[src/sv/smd_pkg.sv]
// ----------------------------------------------------------------------------
// smd_pkg
// Shared constants, types and the half-sine table of the microstep driver.
// ----------------------------------------------------------------------------
package smd_pkg;

  localparam int TABLE_STEPS = 128;
  localparam int PWM_PERIOD  = 4000;

  localparam int IDX_W    = $clog2(TABLE_STEPS);
  localparam int DIV_W    = 8;
  localparam int DUTY_W   = 12;
  localparam int SCALE_W  = 4;
  localparam int TICK_W   = 8;

  localparam int SCALE_MAX   = 10;
  localparam int SCALE_RESET = 4;

  // x / 10 == (x * 52429) >> 19 for every 16-bit x
  localparam int DIV10_RECIP = 52429;
  localparam int DIV10_SHIFT = 19;
  localparam int FACTOR_W    = 20;

  localparam int QUEUE_DEPTH = 2;
  localparam int QPTR_W      = $clog2(QUEUE_DEPTH);
  localparam int QCNT_W      = $clog2(QUEUE_DEPTH + 1);

  localparam logic [IDX_W-1:0] IDX_TOP     = IDX_W'(TABLE_STEPS - 1);
  localparam logic [IDX_W-1:0] IDX_A_RESET = IDX_W'((TABLE_STEPS / 2 + 5) % TABLE_STEPS);

  typedef enum logic [2:0] {
    PH_INIT = 3'd0,
    PH_A    = 3'd1,
    PH_B    = 3'd2,
    PH_C    = 3'd3,
    PH_D    = 3'd4
  } phase_t;

  typedef enum logic [1:0] {
    CMD_HOLD = 2'd0,
    CMD_STOP = 2'd1,
    CMD_STEP = 2'd2
  } cmd_kind_t;

  typedef struct packed {
    cmd_kind_t        kind;
    logic             load;
    logic [IDX_W-1:0] idx_a;
    logic [IDX_W-1:0] idx_b;
    logic             dir_a;
    logic             dir_b;
  } cmd_t;

  typedef logic [DUTY_W-1:0] rom_t [TABLE_STEPS];

  localparam logic [63:0] Q60_ONE = 64'd1 << 60;
  localparam logic [63:0] Q60_PI  = 64'd3622009729038561421;
  localparam logic [63:0] LO32    = 64'h0000_0000_FFFF_FFFF;

  localparam logic [63:0] Q60_PI_STEP = Q60_PI / TABLE_STEPS;
  localparam logic [63:0] Q60_PI_REM  = Q60_PI % TABLE_STEPS;

  // Taylor denominators (k - 1) * k for k = 3, 5, ..., 29
  localparam int TAYLOR_TERMS = 14;
  localparam logic [63:0] TAYLOR_DEN [TAYLOR_TERMS] = '{
    64'd6, 64'd20, 64'd42, 64'd72, 64'd110, 64'd156, 64'd210,
    64'd272, 64'd342, 64'd420, 64'd506, 64'd600, 64'd702, 64'd812
  };

  // Q4.60 product, truncated
  function automatic logic [63:0] q60_mul(logic [63:0] a, logic [63:0] b);
    logic [63:0] ah, al, bh, bl, mid, lo;
    ah  = a >> 32;
    al  = a & LO32;
    bh  = b >> 32;
    bl  = b & LO32;
    mid = ah * bl + al * bh;
    lo  = al * bl;
    return ((ah * bh) << 4) + ((mid + (lo >> 32)) >> 28);
  endfunction

  function automatic logic [DUTY_W-1:0] rom_entry(int unsigned i);
    logic [63:0] n, m, s, x, x2, term, mm, r;
    logic        sub;
    n   = 64'(TABLE_STEPS);
    m   = (2 * 64'(i) > n) ? n - 64'(i) : 64'(i);
    s   = '0;
    sub = 1'b1;
    if (m == 0) begin
      return '0;
    end
    if (2 * m == n) begin
      s = Q60_ONE;
    end else begin
      x    = Q60_PI_STEP * m + (Q60_PI_REM * m) / TABLE_STEPS;
      x2   = q60_mul(x, x);
      term = x;
      s    = x;
      for (int j = 0; j < TAYLOR_TERMS; j++) begin
        term = q60_mul(term, x2) / TAYLOR_DEN[j];
        if (sub) begin
          s = s - term;
        end else begin
          s = s + term;
        end
        sub = !sub;
      end
    end
    mm = 64'(PWM_PERIOD - 1);
    r  = (mm * (s >> 32) + ((mm * (s & LO32)) >> 32)) >> 28;
    return r[DUTY_W-1:0];
  endfunction

  function automatic rom_t build_rom();
    rom_t r;
    for (int i = 0; i < TABLE_STEPS; i++) begin
      r[i] = rom_entry(i);
    end
    return r;
  endfunction

  localparam rom_t SINE_ROM = build_rom();

endpackage

[src/sv/smd_if.sv]
// ----------------------------------------------------------------------------
// smd channel interfaces
// Valid/ready channels for tick requests, results and the scale register.
// ----------------------------------------------------------------------------
interface smd_in_if;
  logic                       valid;
  logic                       ready;
  logic [smd_pkg::DIV_W-1:0]  step_divisor;

  modport source (output valid, output step_divisor, input ready);
  modport sink   (input valid, input step_divisor, output ready);
endinterface

interface smd_out_if;
  logic                       valid;
  logic                       ready;
  logic [smd_pkg::DUTY_W-1:0] duty_a;
  logic [smd_pkg::DUTY_W-1:0] duty_b;
  logic                       dir_a;
  logic                       dir_b;
  logic                       stepped;

  modport source (output valid, output duty_a, output duty_b, output dir_a,
                  output dir_b, output stepped, input ready);
  modport sink   (input valid, input duty_a, input duty_b, input dir_a,
                  input dir_b, input stepped, output ready);
endinterface

interface smd_cfg_if;
  logic                        valid;
  logic                        ready;
  logic [smd_pkg::SCALE_W-1:0] amplitude_scale;

  modport source (output valid, output amplitude_scale, input ready);
  modport sink   (input valid, input amplitude_scale, output ready);
endinterface

[src/sv/smd_front.sv]
// ----------------------------------------------------------------------------
// smd_front
// Tick counter, phase machine and table indices; issues one command per tick.
// ----------------------------------------------------------------------------
module smd_front (
  input  logic            clk,
  input  logic            rst_n,
  smd_in_if.sink          in_chan,
  output smd_pkg::cmd_t   cmd,
  output logic            cmd_valid,
  input  logic            cmd_ready
);

  logic [smd_pkg::TICK_W-1:0] tick_r, tick_nxt, tick_inc;
  smd_pkg::phase_t            phase_r, phase_nxt;
  logic [smd_pkg::IDX_W-1:0]  idx_a_r, idx_a_nxt;
  logic [smd_pkg::IDX_W-1:0]  idx_b_r, idx_b_nxt;
  logic                       dir_a_r, dir_a_nxt;
  logic                       dir_b_r, dir_b_nxt;
  logic                       accept;

  assign in_chan.ready = cmd_ready;
  assign cmd_valid     = in_chan.valid;
  assign accept        = in_chan.valid && cmd_ready;
  assign tick_inc      = tick_r + smd_pkg::TICK_W'(1);

  always_comb begin
    tick_nxt  = tick_r;
    phase_nxt = phase_r;
    idx_a_nxt = idx_a_r;
    idx_b_nxt = idx_b_r;
    dir_a_nxt = dir_a_r;
    dir_b_nxt = dir_b_r;
    cmd.kind  = smd_pkg::CMD_HOLD;
    cmd.load  = 1'b0;
    cmd.idx_a = idx_a_r;
    cmd.idx_b = idx_b_r;
    if (in_chan.step_divisor == '0) begin
      cmd.kind = smd_pkg::CMD_STOP;
    end else if (tick_inc >= smd_pkg::TICK_W'(in_chan.step_divisor)) begin
      tick_nxt = '0;
      cmd.kind = smd_pkg::CMD_STEP;
      unique case (phase_r)
        smd_pkg::PH_A: begin
          cmd.load = 1'b1;
          if (idx_a_r == '0) dir_a_nxt = 1'b1;
          if (idx_b_r == smd_pkg::IDX_TOP) phase_nxt = smd_pkg::PH_B;
        end
        smd_pkg::PH_B: begin
          cmd.load = 1'b1;
          if (idx_b_r == '0) dir_b_nxt = 1'b1;
          if (idx_a_r == smd_pkg::IDX_TOP) phase_nxt = smd_pkg::PH_C;
        end
        smd_pkg::PH_C: begin
          cmd.load = 1'b1;
          if (idx_a_r == '0) dir_a_nxt = 1'b0;
          if (idx_b_r == smd_pkg::IDX_TOP) phase_nxt = smd_pkg::PH_D;
        end
        smd_pkg::PH_D: begin
          cmd.load = 1'b1;
          if (idx_b_r == '0) dir_b_nxt = 1'b0;
          if (idx_a_r == smd_pkg::IDX_TOP) phase_nxt = smd_pkg::PH_A;
        end
        default: begin
          phase_nxt = smd_pkg::PH_B;
        end
      endcase
      idx_a_nxt = (idx_a_r == smd_pkg::IDX_TOP) ? '0 : idx_a_r + smd_pkg::IDX_W'(1);
      idx_b_nxt = (idx_b_r == smd_pkg::IDX_TOP) ? '0 : idx_b_r + smd_pkg::IDX_W'(1);
    end else begin
      tick_nxt = tick_inc;
    end
    cmd.dir_a = dir_a_nxt;
    cmd.dir_b = dir_b_nxt;
  end

  always_ff @(posedge clk) begin
    if (!rst_n) begin
      tick_r  <= '0;
      phase_r <= smd_pkg::PH_B;
      idx_a_r <= smd_pkg::IDX_A_RESET;
      idx_b_r <= '0;
      dir_a_r <= 1'b0;
      dir_b_r <= 1'b0;
    end else if (accept) begin
      tick_r  <= tick_nxt;
      phase_r <= phase_nxt;
      idx_a_r <= idx_a_nxt;
      idx_b_r <= idx_b_nxt;
      dir_a_r <= dir_a_nxt;
      dir_b_r <= dir_b_nxt;
    end
  end

endmodule

[src/sv/smd_queue.sv]
// ----------------------------------------------------------------------------
// smd_queue
// Short command FIFO between front and back.
// ----------------------------------------------------------------------------
module smd_queue (
  input  logic            clk,
  input  logic            rst_n,
  input  logic            push_valid,
  output logic            push_ready,
  input  smd_pkg::cmd_t   push_data,
  output logic            pop_valid,
  input  logic            pop_ready,
  output smd_pkg::cmd_t   pop_data
);

  smd_pkg::cmd_t               mem [smd_pkg::QUEUE_DEPTH];
  logic [smd_pkg::QPTR_W-1:0]  wr_ptr_r, rd_ptr_r;
  logic [smd_pkg::QCNT_W-1:0]  count_r, count_nxt;
  logic                        push, pop;

  assign push_ready = (count_r != smd_pkg::QCNT_W'(smd_pkg::QUEUE_DEPTH));
  assign pop_valid  = (count_r != '0);
  assign pop_data   = mem[rd_ptr_r];
  assign push       = push_valid && push_ready;
  assign pop        = pop_valid && pop_ready;

  always_comb begin
    count_nxt = count_r;
    if (push && !pop) count_nxt = count_r + smd_pkg::QCNT_W'(1);
    if (pop && !push) count_nxt = count_r - smd_pkg::QCNT_W'(1);
  end

  always_ff @(posedge clk) begin
    if (push) begin
      mem[wr_ptr_r] <= push_data;
    end
  end

  always_ff @(posedge clk) begin
    if (!rst_n) begin
      wr_ptr_r <= '0;
      rd_ptr_r <= '0;
      count_r  <= '0;
    end else begin
      count_r <= count_nxt;
      if (push) begin
        wr_ptr_r <= (wr_ptr_r == smd_pkg::QPTR_W'(smd_pkg::QUEUE_DEPTH - 1)) ?
                    '0 : wr_ptr_r + smd_pkg::QPTR_W'(1);
      end
      if (pop) begin
        rd_ptr_r <= (rd_ptr_r == smd_pkg::QPTR_W'(smd_pkg::QUEUE_DEPTH - 1)) ?
                    '0 : rd_ptr_r + smd_pkg::QPTR_W'(1);
      end
    end
  end

endmodule

[src/sv/smd_back.sv]
// ----------------------------------------------------------------------------
// smd_back
// Scale register, sine lookup, duty scaling and the result register.
// ----------------------------------------------------------------------------
module smd_back (
  input  logic            clk,
  input  logic            rst_n,
  smd_cfg_if.sink         cfg_chan,
  input  logic            cmd_valid,
  output logic            cmd_ready,
  input  smd_pkg::cmd_t   cmd,
  smd_out_if.source       out_chan
);

  localparam int PROD_W = smd_pkg::DUTY_W + smd_pkg::FACTOR_W;

  logic [smd_pkg::FACTOR_W-1:0] factor_r, factor_nxt;
  logic [smd_pkg::SCALE_W-1:0]  scale_clamped;
  logic [smd_pkg::DUTY_W-1:0]   rom_a, rom_b;
  logic [PROD_W-1:0]            prod_a, prod_b;
  logic [smd_pkg::DUTY_W-1:0]   duty_a_r, duty_a_nxt;
  logic [smd_pkg::DUTY_W-1:0]   duty_b_r, duty_b_nxt;
  logic                         dir_a_r, dir_b_r, stepped_r, valid_r;
  logic                         pop;

  assign cfg_chan.ready = 1'b1;
  assign scale_clamped  = (cfg_chan.amplitude_scale > smd_pkg::SCALE_W'(smd_pkg::SCALE_MAX)) ?
                          smd_pkg::SCALE_W'(smd_pkg::SCALE_MAX) : cfg_chan.amplitude_scale;
  // scale * 52429, so duty = rom * factor >> 19 = scale * rom / 10
  assign factor_nxt = smd_pkg::FACTOR_W'(scale_clamped) *
                      smd_pkg::FACTOR_W'(smd_pkg::DIV10_RECIP);

  assign rom_a  = smd_pkg::SINE_ROM[cmd.idx_a];
  assign rom_b  = smd_pkg::SINE_ROM[cmd.idx_b];
  assign prod_a = PROD_W'(rom_a) * PROD_W'(factor_r);
  assign prod_b = PROD_W'(rom_b) * PROD_W'(factor_r);

  assign pop       = cmd_valid && (!valid_r || out_chan.ready);
  assign cmd_ready = !valid_r || out_chan.ready;

  always_comb begin
    duty_a_nxt = duty_a_r;
    duty_b_nxt = duty_b_r;
    unique case (cmd.kind)
      smd_pkg::CMD_STOP: begin
        duty_a_nxt = '0;
        duty_b_nxt = '0;
      end
      smd_pkg::CMD_STEP: begin
        if (cmd.load) begin
          duty_a_nxt = prod_a[smd_pkg::DIV10_SHIFT +: smd_pkg::DUTY_W];
          duty_b_nxt = prod_b[smd_pkg::DIV10_SHIFT +: smd_pkg::DUTY_W];
        end
      end
      default: begin
      end
    endcase
  end

  always_ff @(posedge clk) begin
    if (!rst_n) begin
      factor_r  <= smd_pkg::FACTOR_W'(smd_pkg::SCALE_RESET * smd_pkg::DIV10_RECIP);
      duty_a_r  <= '0;
      duty_b_r  <= '0;
      dir_a_r   <= 1'b0;
      dir_b_r   <= 1'b0;
      stepped_r <= 1'b0;
      valid_r   <= 1'b0;
    end else begin
      if (cfg_chan.valid) begin
        factor_r <= factor_nxt;
      end
      if (pop) begin
        valid_r   <= 1'b1;
        duty_a_r  <= duty_a_nxt;
        duty_b_r  <= duty_b_nxt;
        dir_a_r   <= cmd.dir_a;
        dir_b_r   <= cmd.dir_b;
        stepped_r <= (cmd.kind == smd_pkg::CMD_STEP);
      end else if (out_chan.ready) begin
        valid_r <= 1'b0;
      end
    end
  end

  assign out_chan.valid   = valid_r;
  assign out_chan.duty_a  = duty_a_r;
  assign out_chan.duty_b  = duty_b_r;
  assign out_chan.dir_a   = dir_a_r;
  assign out_chan.dir_b   = dir_b_r;
  assign out_chan.stepped = stepped_r;

endmodule

[src/sv/sine_microstep_phase_driver_unit.sv]
// ----------------------------------------------------------------------------
// sine_microstep_phase_driver_unit
// Two-winding sine microstep driver: tick requests in, PWM duties out.
// ----------------------------------------------------------------------------
// in_chan carries one tick request with its step divisor; a divisor of zero
// stops the motor and zeroes both duties. Every tick gives exactly one result
// on out_chan: both duty compare values, both direction levels and a flag
// that is set when the tick made a microstep. cfg_chan writes the amplitude
// scale (tenths of full sine, 11..15 act as 10); it is always ready and
// should only be written while no tick is in flight.
// Timing: the tick counter, phase machine and indices update in the accept
// cycle, which also writes the command into the queue; the sine lookup and
// scaling happen when the command leaves the queue, and the result register
// then holds the result and offers it on out_chan.
// Throughput: one tick per cycle while the receiver keeps up.
// A stalled receiver first fills the result register, then the two-entry
// command queue, after which in_chan.ready drops.
// Reset: phase B, index A at mid-table plus five, index B at zero, tick
// count, directions and duties zero, scale 4. No clearing pass is needed.
// ----------------------------------------------------------------------------
module sine_microstep_phase_driver_unit (
  input  logic       clk,
  input  logic       rst_n,
  smd_in_if.sink     in_chan,
  smd_cfg_if.sink    cfg_chan,
  smd_out_if.source  out_chan
);

  smd_pkg::cmd_t q_in, q_out;
  logic          q_in_valid, q_in_ready;
  logic          q_out_valid, q_out_ready;

  smd_front u_front (
    .clk       (clk),
    .rst_n     (rst_n),
    .in_chan   (in_chan),
    .cmd       (q_in),
    .cmd_valid (q_in_valid),
    .cmd_ready (q_in_ready)
  );

  smd_queue u_queue (
    .clk        (clk),
    .rst_n      (rst_n),
    .push_valid (q_in_valid),
    .push_ready (q_in_ready),
    .push_data  (q_in),
    .pop_valid  (q_out_valid),
    .pop_ready  (q_out_ready),
    .pop_data   (q_out)
  );

  smd_back u_back (
    .clk       (clk),
    .rst_n     (rst_n),
    .cfg_chan  (cfg_chan),
    .cmd_valid (q_out_valid),
    .cmd_ready (q_out_ready),
    .cmd       (q_out),
    .out_chan  (out_chan)
  );

`ifndef NO_ASSERTIONS
  a_stop_class: assert property (@(posedge clk) disable iff (!rst_n)
    (in_chan.valid && in_chan.ready) |->
      ((in_chan.step_divisor == '0) == (q_in.kind == smd_pkg::CMD_STOP)))
    else $error("zero divisor not classified as stop");

  a_no_overwrite: assert property (@(posedge clk) disable iff (!rst_n)
    (out_chan.valid && !out_chan.ready) |-> !(q_out_valid && q_out_ready))
    else $error("queue popped while result stalled");

  a_pop_shows: assert property (@(posedge clk) disable iff (!rst_n)
    (q_out_valid && q_out_ready) |=> out_chan.valid)
    else $error("popped command gave no result");
`endif

endmodule
[src/flat_wrapper.sv]
// flat-port wrapper written by rule: the top's interface ports become plain ports
module sine_microstep_phase_driver_unit_flat 
  (clk, rst_n, in_chan_valid, in_chan_step_divisor, in_chan_ready, cfg_chan_valid, cfg_chan_amplitude_scale, cfg_chan_ready, out_chan_valid, out_chan_duty_a, out_chan_duty_b, out_chan_dir_a, out_chan_dir_b, out_chan_stepped, out_chan_ready);
  smd_in_if in_chan_i ();
  smd_cfg_if cfg_chan_i ();
  smd_out_if out_chan_i ();
  input  logic clk;
  input  logic rst_n;
  input wire logic [$bits(in_chan_i.valid)-1:0] in_chan_valid;
  input wire logic [$bits(in_chan_i.step_divisor)-1:0] in_chan_step_divisor;
  output wire logic [$bits(in_chan_i.ready)-1:0] in_chan_ready;
  input wire logic [$bits(cfg_chan_i.valid)-1:0] cfg_chan_valid;
  input wire logic [$bits(cfg_chan_i.amplitude_scale)-1:0] cfg_chan_amplitude_scale;
  output wire logic [$bits(cfg_chan_i.ready)-1:0] cfg_chan_ready;
  output wire logic [$bits(out_chan_i.valid)-1:0] out_chan_valid;
  output wire logic [$bits(out_chan_i.duty_a)-1:0] out_chan_duty_a;
  output wire logic [$bits(out_chan_i.duty_b)-1:0] out_chan_duty_b;
  output wire logic [$bits(out_chan_i.dir_a)-1:0] out_chan_dir_a;
  output wire logic [$bits(out_chan_i.dir_b)-1:0] out_chan_dir_b;
  output wire logic [$bits(out_chan_i.stepped)-1:0] out_chan_stepped;
  input wire logic [$bits(out_chan_i.ready)-1:0] out_chan_ready;
  assign in_chan_i.valid = in_chan_valid;
  assign in_chan_i.step_divisor = in_chan_step_divisor;
  assign in_chan_ready = in_chan_i.ready;
  assign cfg_chan_i.valid = cfg_chan_valid;
  assign cfg_chan_i.amplitude_scale = cfg_chan_amplitude_scale;
  assign cfg_chan_ready = cfg_chan_i.ready;
  assign out_chan_valid = out_chan_i.valid;
  assign out_chan_duty_a = out_chan_i.duty_a;
  assign out_chan_duty_b = out_chan_i.duty_b;
  assign out_chan_dir_a = out_chan_i.dir_a;
  assign out_chan_dir_b = out_chan_i.dir_b;
  assign out_chan_stepped = out_chan_i.stepped;
  assign out_chan_i.ready = out_chan_ready;
  sine_microstep_phase_driver_unit u_core (.clk(clk), .rst_n(rst_n), .in_chan(in_chan_i), .cfg_chan(cfg_chan_i), .out_chan(out_chan_i));
endmodule
[config.mk]
export PLATFORM = sky130hd
export DESIGN_NAME = sine_microstep_phase_driver_unit_flat
export DESIGN_NICKNAME = d
export VERILOG_FILES = /design/src/sv/smd_pkg.sv /design/src/sv/smd_if.sv /design/src/sv/smd_front.sv /design/src/sv/smd_queue.sv /design/src/sv/smd_back.sv /design/src/sv/sine_microstep_phase_driver_unit.sv /design/src/flat_wrapper.sv
export SDC_FILE = /design/constraint.sdc
export NUM_CORES = 1
export LEC_CHECK = 0
export BUFFER_PORTS_ARGS = -buffer_cell sky130_fd_sc_hd__buf_2
export CAP_MARGIN = 20
export CELL_PAD_IN_SITES_DETAIL_PLACEMENT = 1
export CELL_PAD_IN_SITES_GLOBAL_PLACEMENT = 2
export CORE_MARGIN = 5
export CORE_UTILIZATION = 45
export CTS_BUF_LIST = sky130_fd_sc_hd__clkbuf_4 sky130_fd_sc_hd__clkbuf_8
export CTS_CLUSTER_SIZE = 10
export DETAILED_ROUTE_END_ITERATION = 16
export PLACE_DENSITY = 0.89
export SLEW_MARGIN = 10
export SYNTH_ARGS = -nofsm -noshare
export SYNTH_HDL_FRONTEND = slang
export SYNTH_SLANG_ARGS = --single-unit
[constraint.sdc]
create_clock -name clk -period 12.1 [get_ports clk]
set_input_delay 1.21 -clock clk [delete_from_list [all_inputs] [get_ports clk]]
set_output_delay 1.21 -clock clk [all_outputs]
set_load 0.005 [all_outputs]
==> impl_results.md <==
* Register area share after synthesis at 11.4%
* Crit path required time at 12,450 ps
* FILL cells at 6,350
* DIE AREA at 57,500 µm²
* Cts hold-fix bufs at 0
* Gate Count Post-Synth at 2,881
* Synth cell types at 95
* Top area cells in the synthesized netlist: fa_1 30%, ha_1 9.0%, nand2_1 7.2%, inv_1 6.9%, dfxtp_1 6.6%
* Mapped Avg Cell Area at 8.25 µm²
* DRT iter0 DRCs at 1,544
* CTS root buffer: clkbuf_8
* Leading cell type in the layout, fill and taps excluded: nand2_1
* Routed vias/inst at 5.86
* CORE AREA at 52,400 µm²
* Clock Skews at 28.3 ps
* Ys async rst share at 0%
* Commonest cells after routing, fill and taps aside: 455 x nand2_1, 440 x inv_1, 357 x fa_1
* RSZ-0062 raised after global routing: false
* Synthesized flop and latch total at 116
* HPWL Detailed at 59,600 µm
* Post-Place Worst Slack at 2420 ps
* Ys Warns at 0
* Die width at 240 µm
* Critical Path AT at 10,170 ps
* Hold path cells at 2
* Row cnt at 84
* Initial antenna violation count at 2
* Prevailing post-synth register cell: dfxtp_1
* Tcrit/Tclk final at 81.1%
* Setup CP Type: flip-flop to flip-flop
* DR pass1 iterations at 5
* Area Growth Syn to Fin at 5.17%
* CP max FO at 38
* Yosys top cell by area: fa_1
* H-tree levels at 4
* Reg2Reg Depth at 29
* Post-CTS Setup Bufs at 0
* Hold WS at 458 ps
* Worst Max-Slew Pin Slew at 1160 ps
* Drt wl/cell at 22.1 µm
* Max_cap viols at 0
* Die Height at 240 µm
* CTS tree: built
* Longest Clk Path Bufs at 2
* Routed via count at 20,783
* Status: complete, no violations
* First-pass GRT wire length at 127,000 µm
* Hold crit path type: flip-flop to flip-flop
* All-Layer GR Usage at 27.4%
* Clock buffer count from CTS at 17
* Maximum clock frequency at 0.102 GHz
* EDFF count, synth at 38
* Max-Slew Margin vs Limit at 22.4%
* Worst setup SP type: flip-flop
* # port buffers at 45
* Max Slew Vio Count at 0
* Number of global-route vias before repair at 22,766
* Worst Setup Slack, final at 2280 ps
* Worst-skew pair later-pin latency at 480 ps
* Worst path slowest cell: dfxtp_2
* Largest net degree at the start of global routing at 53
* CTS clk-pin slew, worst paths at 100 ps
* Setup violations, final at 0
* Post-Syn Nets at 3,426
* Synth top area share at 30.1%
* ANT nets after route at 0
* Total gr overflow at 0
* Final core occ at 47.7%
* Initial Utilization at 45.3%
* Final worst path period need at 9820 ps
* Clock sinks at 116
* Drt drc at 0
* CP max stage delay at 1000 ps
* Layout cells sized above 1 at 6.69%
* Most common cell on crit path: fa_1
* I/O Pins at 47
* Final #Nets at 3,386
* Total wire length at 78,300 µm
* Setup crit end kind: flip-flop
* Placer Congestion at 0.941
* CTS resizes at 0
* Hold Vio Cnt, Final at 0
* Mapped Area at 23,800 µm²
* TNS Setup at 0 ps
## flip-flops by register name (all words and copies together) (netlist names), named ones only
register                        cells
u_core.u_back.out_chan.stepped      1
u_core.u_back.out_chan.dir_b        1
u_core.u_back.factor_r             18
u_core.u_back.out_chan.valid        1
u_core.u_front.idx_b_r              7
u_core.u_queue.rd_ptr_r             1
u_core.u_front.phase_r              3
u_core.u_queue.mem                 38
u_core.u_front.idx_a_r              7
u_core.u_queue.count_r              2
u_core.u_front.tick_r               8
u_core.u_back.out_chan.duty_b      12
u_core.u_back.out_chan.dir_a        1
u_core.u_queue.wr_ptr_r             1
u_core.u_front.dir_a_r              1
u_core.u_front.dir_b_r              1
u_core.u_back.out_chan.duty_a      12
## layout make-up
type	count	area (µm²)	area share [%]
inverter	443	1660	6.65
multi-input combinational	2164	18800	75.1
clock inverter	13	100	0.401
sequential	116	2700	10.8
tap	688	861	3.44
antenna	2	5.00	0.0200
clock buffer	19	255	1.02
timing repair buffer	99	639	2.56
## synthesized netlist by cell type (all sizes together), types with 15 or more instances
| library cell | number |
|---|---|
| nand2b | 40 |
| mux2i | 43 |
| o22ai | 23 |
| o21ai | 131 |
| inv | 442 |
| and2 | 126 |
| a21o | 41 |
| a31oi | 21 |
| clkbuf | 110 |
| a211oi | 28 |
| fa | 357 |
| and3 | 22 |
| o211ai | 18 |
| xor2 | 15 |
| edfxtp | 38 |
| a21oi | 138 |
| nor2 | 128 |
| xnor2 | 36 |
| nor3 | 37 |
| nand3 | 44 |
| ha | 171 |
| nand2 | 456 |
| nor2b | 59 |
| buf | 48 |
| dfxtp | 78 |
## critical path, delay by kind of cell (launching register included)
kind                       cells  cell delay [ps]
and+or+nand+nor               10             2440
adders and majority gates      7             3680
AOI/OAI and AO/OA              6             1210
buffers and inverters          4              610
DFF                            1             1000
muxes                          2              750
## per-stage QoR
stage	cell area [µm²]	std cells
after detailed placement	24600	3507
after CTS	25000	3539
after global placement	24600	3507
after global routing	25000	3543
final	25000	3544
after floorplan	23800	2881
## kinds of logic (layout without fill, tap and decap cells)
| family | Yosys count | in the layout | synth area share [%] |
|---|---|---|---|
| buf+inv | 601 | 574 | 9.99 |
| flops | 116 | 116 | 11.4 |
| simple gates | 980 | 980 | 19.4 |
| fa+ha+maj | 529 | 529 | 39.1 |
| compound gates | 548 | 548 | 15.5 |
| xor+xnor | 51 | 51 | 1.88 |
| mux | 55 | 55 | 2.68 |
| other cells | 1 | 3 | 0.0158 |
## metal layers
layer	GRT usage, %	share of wire (%)
met3	3.35	5.2
met5	0	0
met2	47.9	49
met1	36.9	43
met4	5.79	1.9
## path summary, 6_finish.rpt
path,endpoint,slack [ps],start
min reg2reg,u_core.u_back.out_chan.duty_b[7],460,u_core.u_back.out_chan.duty_b[7]
min,u_core.u_back.out_chan.duty_b[7],460,u_core.u_back.out_chan.duty_b[7]
max reg2reg,u_core.u_back.out_chan.duty_a[9],2280,flip-flop
max,u_core.u_back.out_chan.duty_a[9],2280,flip-flop
Power is not shown: default switching activity piles up to over one toggle a cycle in this logic, so the estimate is an artifact.
